`src/sida_pkg.sv`:
```
// Shared types, codes and field widths for the sparse insert/delete array.
`default_nettype none

package sida_pkg;

  // Default number of array slots.
  localparam int CAPACITY_DEF = 32;

  // Field widths fixed by the word formats.
  localparam int OP_W    = 1;
  localparam int POS_W   = 6;
  localparam int VAL_W   = 32;
  localparam int STAT_W  = 2;
  localparam int LEN_W   = 6;
  localparam int IDX_W   = 5;

  // Operation codes.
  localparam logic [OP_W-1:0] OP_INSERT = 1'b0;
  localparam logic [OP_W-1:0] OP_REMOVE = 1'b1;

  // Status codes.
  localparam logic [STAT_W-1:0] ST_OK    = 2'd0;
  localparam logic [STAT_W-1:0] ST_ZERO  = 2'd1;
  localparam logic [STAT_W-1:0] ST_RANGE = 2'd2;
  localparam logic [STAT_W-1:0] ST_ROOM  = 2'd3;

  // Commands from the controller to the datapath.
  typedef struct packed {
    logic load;     // capture the input word
    logic exec;     // apply the operation and stage the results
    logic advance;  // step to the next result word
  } sida_cmd_t;

  // Status from the datapath to the controller.
  typedef struct packed {
    logic last;     // the presented result word is the final one
  } sida_stat_t;

endpackage

`default_nettype wire

```
`src/sida_ctrl.sv`:
```
// Controller state machine: accept a word, execute it, then emit its results.
`default_nettype none

module sida_ctrl (
  input  wire logic                 clk,
  input  wire logic                 rst_n,
  input  wire logic                 in_valid,
  output logic                      in_ready,
  output logic                      out_valid,
  input  wire logic                 out_ready,
  input  wire sida_pkg::sida_stat_t stat,
  output sida_pkg::sida_cmd_t       cmd
);
  import sida_pkg::*;

  localparam logic [1:0] S_IDLE = 2'd0;
  localparam logic [1:0] S_EXEC = 2'd1;
  localparam logic [1:0] S_EMIT = 2'd2;

  logic [1:0] state_r;
  logic [1:0] state_nxt;

  // Handshake outputs follow the state directly.
  assign in_ready  = (state_r == S_IDLE);
  assign out_valid = (state_r == S_EMIT);

  // Commands to the datapath.
  always_comb begin
    cmd.load    = in_valid && in_ready;
    cmd.exec    = (state_r == S_EXEC);
    cmd.advance = out_valid && out_ready && !stat.last;
  end

  // Next-state logic.
  always_comb begin
    state_nxt = state_r;
    unique case (state_r)
      S_IDLE: begin
        if (in_valid) state_nxt = S_EXEC;
      end
      S_EXEC: begin
        state_nxt = S_EMIT;
      end
      S_EMIT: begin
        if (out_ready && stat.last) state_nxt = S_IDLE;
      end
      default: begin
        state_nxt = S_IDLE;
      end
    endcase
  end

  always_ff @(posedge clk) begin
    if (!rst_n) begin
      state_r <= S_IDLE;
    end else begin
      state_r <= state_nxt;
    end
  end

  // An executed word always leads to result words.
  a_exec_then_emit: assert property (@(posedge clk) disable iff (!rst_n)
    state_r == S_EXEC |=> state_r == S_EMIT)
    else $error("execute cycle not followed by emission");

  // Taking the final result word returns the controller to idle.
  a_last_ends: assert property (@(posedge clk) disable iff (!rst_n)
    out_valid && out_ready && stat.last |=> state_r == S_IDLE)
    else $error("final result word did not end the operation");

  // No new word is taken while results are pending.
  a_no_overlap: assert property (@(posedge clk) disable iff (!rst_n)
    cmd.load |=> state_r == S_EXEC && !in_ready)
    else $error("input accepted while an operation is in flight");

endmodule

`default_nettype wire

```
`config.mk`:
```
export PLATFORM = sky130hd
export DESIGN_NAME = sida_ctrl
export DESIGN_NICKNAME = d
export VERILOG_FILES = /design/src/sida_pkg.sv /design/src/sida_ctrl.sv
export SDC_FILE = /design/constraint.sdc
export NUM_CORES = 1
export LEC_CHECK = 0
export BUFFER_PORTS_ARGS = -buffer_cell sky130_fd_sc_hd__buf_2
export CAP_MARGIN = 40
export CORE_AREA = 2 2 39 41
export DETAILED_ROUTE_END_ITERATION = 6
export DIE_AREA = 0 0 41 43
export PLACE_DENSITY = 0.32
export SETUP_SLACK_MARGIN = 0.2
export SLEW_MARGIN = 20
export SYNTH_ARGS = -nofsm -noshare
export SYNTH_HDL_FRONTEND = slang
export SYNTH_SLANG_ARGS = --single-unit
```
`constraint.sdc`:
```
create_clock -name clk -period 1.4 [get_ports clk]
set_input_delay 0.28 -clock clk [delete_from_list [all_inputs] [get_ports clk]]
set_output_delay 0.28 -clock clk [all_outputs]
set_load 0.05 [all_outputs]
```
# Yosys cells after proc, flatten, opt, wreduce, memory -nomap -nowiden
# Cells that the tools add are included.
word_totals:
  register_bits: 2
  input_bits: 5
  out_inout_bits: 5
  wordCells: 15
op_classes:
  n_eq_ne: 4
  muxes: 3
  n_reduce_logical: 7
ops:
  columns: ["cell", "count"]
  rows:
  - ["2-bit one-hot mux with 3 select lines", 1]
  - ["1-bit logical AND", 4]
  - ["2-bit two-way mux", 2]
  - ["2-bit by 1-bit equality test with 1-bit output (second input constant)", 1]
  - ["2-bit equality test (second input constant)", 1]
  - ["2-bit logical NOT", 1]
  - ["2-bit by 1-bit != test with 1-bit output (second input constant)", 1]
  - ["2-bit != test (second input constant)", 1]
  - ["2-bit AND reduction", 1]
  - ["1-bit logical NOT", 1]

# Longest topological paths before layout
# Gate-level depths: netlist of run 1.
logic_depth:
  depth_word: 3
  mapped_depth: 3
  mapped_depth_nobuf: 3

# Worst setup path after synthesis of run 1
# Ideal clock, no wire load.
synth_timing:
  path_kind: "register -> output"
  startpoint: "register state_r[0]"
  endpoint: "output port cmd[2] (netlist bit)"
  t_arrival_ps: 1537
  t_required_ps: 1120
  slack_ps: -417
  path_stages_with_launch: 3
  path_buffers: 0
  cell_sequence: "dfxtp_1 -> nor2_1 -> and2_1"
synth_lines:
  columns: ["item", "line", "source"]
  rows:
  - ["start, declared", "sida_ctrl.sv:20", "logic [1:0] state_r;"]
  - ["start signal, assigned", "sida_ctrl.sv:57", "state_r <= state_nxt;"]
  - ["end, declared", "sida_ctrl.sv:12", "output sida_pkg::sida_cmd_t cmd"]

==> reports/qor.txt, run 1 <==
status: complete, no violations
clk_skew: 0.00231 ns
Inserted Clock Buffers: 3
post-layout util: 0.193
hold_sp: rst_n
Max Clk Rate: 0.717 GHz
initial antenna violation count: 0
Logic pwr share: 0.340
Worst VDD drop: 0.199 mV
register bit total from synthesis: 2
actual slew at the worst max-slew pin: 0.146 ns
Via Count: 130
placed cell count: 36
CTS max path bufs: 2
Mapped Area: 104 sq um
Synth cell types: 10
worst-path fanout max: 3
core area: 1380 sq um
clock root cell: clkbuf_4
Tcrit/Tclk final: 0.997
leak pwr: 0.132 nW
Pwr Density: 1100 nW/um^2
Pre-antenna DRT Iters: 1
hold crit path type: in -> reg
remaining global-route overflow: 0
max-cap viol count: 0
DRT iter0 DRCs: 0
Post-Route M1 WL: 71 um
maximum number of pins on one net before global-route repair: 4
I/O Pins: 10
Net Sw Power: 0.0897 mW
met3 routed WL: 18 um
min cycle time layout: 1.40 ns
routed vias/inst: 3.10
crit path launch: state_r[0]
die height: 43 um
crit path DAT: 1.12 ns
hold_buf cts: 0
met2 WL: 198 um
final net count: 33
die width: 41 um
crit end category: output port
Clock Power Share: 0.433
Skew-Pair Late Insertion Delay: 0.22 ns
Tot Pwr: 0.292 mW
GPL Wtd Cong: 0.587
DR top layer: met3
final setup vio count: 0
final slew viol count: 0
fin cells: 42
Worst R2R Setup Slack: 0.34 ns
Routed Antenna Nets: 0
largest register by flop count: state_r
Fill cells: 162
YS warnings: 0
FP Rows: 14
Initial Util: 0.0750
# diodes: 0
Largest regs: state_r: 2 flops
syn avg cell area: 9.44 sq um
Routed WL: 288 um
Power Internal: 0.202 mW
slew margin rel.: 0.903
Post-Synthesis Net Count: 16
drt drc: 0
total track usage: 0.0470
# clock sinks: 2
count of final hold-check violations: 0
sequential area share after synthesis: 0.386
area grow syn2layout: 157%
nature of the critical path startpoint: flip-flop
switching share of power: 0.307
DP HPWL: 227 um
max reg flops: 2
number of global-route vias before repair: 144
Syn Inst Count: 11
clk slew on worst S/H paths: 0.03 ns
share of layout cells above drive strength 1: 0.885
CTS tree: built
Worst path max stage delay: 0.32 ns
CP Cell Sequence: and2b_4, and3b_2, buf_8
worst r2r src: state_r[0]
RSZ-0062 raised after global routing: true
Multi-input gate area: 75.1 sq um
highest-count cells in the layout ignoring fill and taps: buf_2, buf_4, clkbuf_4, buf_8, dfxtp_2
Register Area: 42.5 sq um
Crit path required time: 1.12 ns
Die ar.: 1760 sq um
Seq pwr share: 0.227
global-route wire length before repair: 448 um
Crit-path slowest cell: dfxtp_2
Setup Crit Path Kind: reg -> out
average wire per standard cell: 6.86 um
# port buffers: 9
H-tree levels: 1
-- cell type report --
cell class                 instances  share of cell area
multi-input combinational          9               0.282
timing repair buffer              12               0.399
sequential                         2               0.160
clock buffer                       3              0.0845
tap                               16              0.0751
-- repair_timing --
item                       in CTS  in global routing
gates resized for setup        14                  0
pin swaps                       3                  0
setup endpoints to repair       5                  4
buffers inserted                3                  0
-- critical path, delay by kind of cell, from the launching register on --
family / cells / cell delay (ns)
flops: 1 / 0.32
buf+inv: 1 / 0.14
simple gates: 2 / 0.43
-- per-stage QoR --
stage | hold WS (ns) | worst slack (ns) | setup TNS, ns | cell area [sq um]
2_1_floorplan | 0.409 | 0.0706 | 0 | 115
3_5_place_dp | 0.520 | 0.121 | 0 | 180
6_report | 0.285 | 0.00469 | 0 | 267
4_1_cts | 0.278 | -0.0130 | -0.0130 | 267
5_1_grt | 0.284 | -0.0204 | -0.0204 | 267
3_3_place_gp | 0.508 | 0.136 | 0 | 180
-- per-layer routing --
layer | vias to the layer above | global-route usage
li1 | 67 | -
met1 | 61 | 0.0223
met2 | 2 | 0.0688
met3 | 0 | 0.0314
met4 | 0 | 0.0800
met5 | - | 0
-- power groups by stage --
stage | Clock [mW] | Sequential (mW) | Combinational [mW]
6_report | 0.127 | 0.0663 | 0.0991
4_1_cts | 0.137 | 0.0664 | 0.101
2_1_floorplan | 0 | 0.0662 | 0.0570
5_1_grt | 0.140 | 0.0666 | 0.104
3_5_place_dp | 0 | 0.0667 | 0.0739
3_3_place_gp | 0 | 0.0664 | 0.0737
-- synthesized netlist by cell type --
cell     number  share of area
and2b_1       1          0.072
dfxtp_1       2           0.39
and2b_4       1          0.096
and3_1        1          0.060
nand2_1       1          0.036
a21oi_2       1          0.084
nor2_1        1          0.036
nor2b_2       1          0.084
and2_1        1          0.060
and3b_1       1          0.084
-- logic make-up after synthesis --
family	after synthesis	share of synthesized area
AOI/OAI and AO/OA	1	0.0844
DFF	2	0.386
and+or+nand+nor	8	0.530
-- final timing paths --
kind,to,cells past startpoint
hold / removal,state_r[1],2
hold reg to reg,state_r[0],2
setup reg to reg,state_r[1],5
setup / recovery,cmd[0],3
Note: power is estimated with default switching activity, not from simulation.
==> inputs of run 2 (changes only) <==
Settings changed: REMOVE_ABC_BUFFERS set to 1.
==> reports/qor.txt, run 2 (synthesis results as in run 1) <==
drt drc: 0
# clock sinks: 2
# port buffers: 9
met1 Track Usage GR: 0.0607
Pre-antenna DRT Iters: 4
Die ar.: 1760 sq um
status: complete, no violations
Tcrit/Tclk final: 0.991
I/O Pins: 10
max reg flops: 2
average wire per standard cell: 8.24 um
Max Clk Rate: 0.721 GHz
Skew-Pair Late Insertion Delay: 0.22 ns
Tot Pwr: 0.289 mW
GRT met2 Usage: 0.0531
count of final hold-check violations: 0
crit path DAT: 1.11 ns
min cycle time layout: 1.39 ns
DP HPWL: 275 um
number of global-route vias before repair: 142
clock root cell: clkbuf_4
crit end category: output port
final slew viol count: 0
area post-placement: 169 sq um
CTS max path bufs: 2
final net count: 33
hold depth: 2
post-layout util: 0.184
Crit path required time: 1.12 ns
# diodes: 0
clk_skew: 0.000744 ns
maximum number of pins on one net before global-route repair: 4
Setup WS pre-CTS: 0.157 ns
final setup vio count: 0
share of layout cells above drive strength 1: 0.808
Reg2Reg Depth: 5
Routed WL: 346 um
Largest regs: state_r: 2 flops
Worst VDD drop: 0.316 mV
remaining global-route overflow: 0
worst-path fanout max: 3
CTS tree: built
highest-count cells in the layout ignoring fill and taps: buf_2, buf_6, clkbuf_4, buf_4, dfxtp_2
Initial Util: 0.0750
actual slew at the worst max-slew pin: 0.148 ns
FP Rows: 14
die height: 43 um
DRT iter0 DRCs: 1
routed vias/inst: 3.19
Final Instance Area: 254 sq um
hold_buf cts: 0
largest register by flop count: state_r
slew margin rel.: 0.901
GPL Wtd Cong: 0.643
Most Crowded Layer GR: met4
setup ws final: 0.0127 ns
Inserted Clock Buffers: 3
nature of the critical path startpoint: flip-flop
H-tree levels: 1
met3 Use GR: 0.0419
hold crit path type: in -> reg
max-cap viol count: 0
core area: 1380 sq um
total track usage: 0.0561
die width: 41 um
initial antenna violation count: 0
Fill cells: 156
area grow syn2layout: 145%
RSZ-0062 raised after global routing: true
Setup Crit Path Kind: reg -> out
Via Count: 134
Routed Antenna Nets: 0
global-route wire length before repair: 558 um
Pwr Density: 1140 nW/um^2
clk slew on worst S/H paths: 0.03 ns
leak pwr: 0.128 nW
## run 2: worst paths after layout
| check | from | end | slack [ns] |
|---|---|---|---|
| max | state_r[0] | cmd[0] | 0.01 |
| min | rst_n | state_r[1] | 0.28 |
| max reg2reg | state_r[0] | state_r[1] | 0.35 |
| min reg2reg | state_r[1] | state_r[0] | 0.59 |
## run 2: worst max-delay path: stages (launching register included)
cell and delay [ns]:
dfxtp_2 0.31, and2b_4 0.24, and3b_1 0.17, buf_6 0.16
## run 2: per-layer routing
metal / vias to the layer above / share of wire
li1: 67 / -
met1: 53 / 0.45
met2: 12 / 0.33
met3: 2 / 0.18
met4: 0 / 0.043
met5: - / 0
## run 2: cell type report
cell class / count / area, sq um / area share
Sequential cell: 2 / 42.5 / 0.167
Tap cell: 16 / 20.0 / 0.0788
Clock buffer: 3 / 22.5 / 0.0887
Timing Repair Buffer: 12 / 103 / 0.404
Multi-Input combinational cell: 9 / 66.3 / 0.261
## run 2: metrics by stage
stage	instances	setup TNS [ns]	hold slack, ns
after floorplan	11	-0.441	0.409
after global placement	36	0	0.506
after detailed placement	36	0	0.511
after CTS	42	0	0.275
after global routing	42	-0.0289	0.289
final	42	0	0.280
## run 2: what timing repair did
action	4_1_cts	5_1_grt
resized for setup	12	2
buffers inserted	3	0
setup endpoints to repair	5	5
pin swaps	0	0
## run 2: power by group
group          internal (mW)  switching, mW
Combinational         0.0416         0.0552
Clock                 0.0945         0.0325
Sequential            0.0622        0.00289
Total                  0.198         0.0906
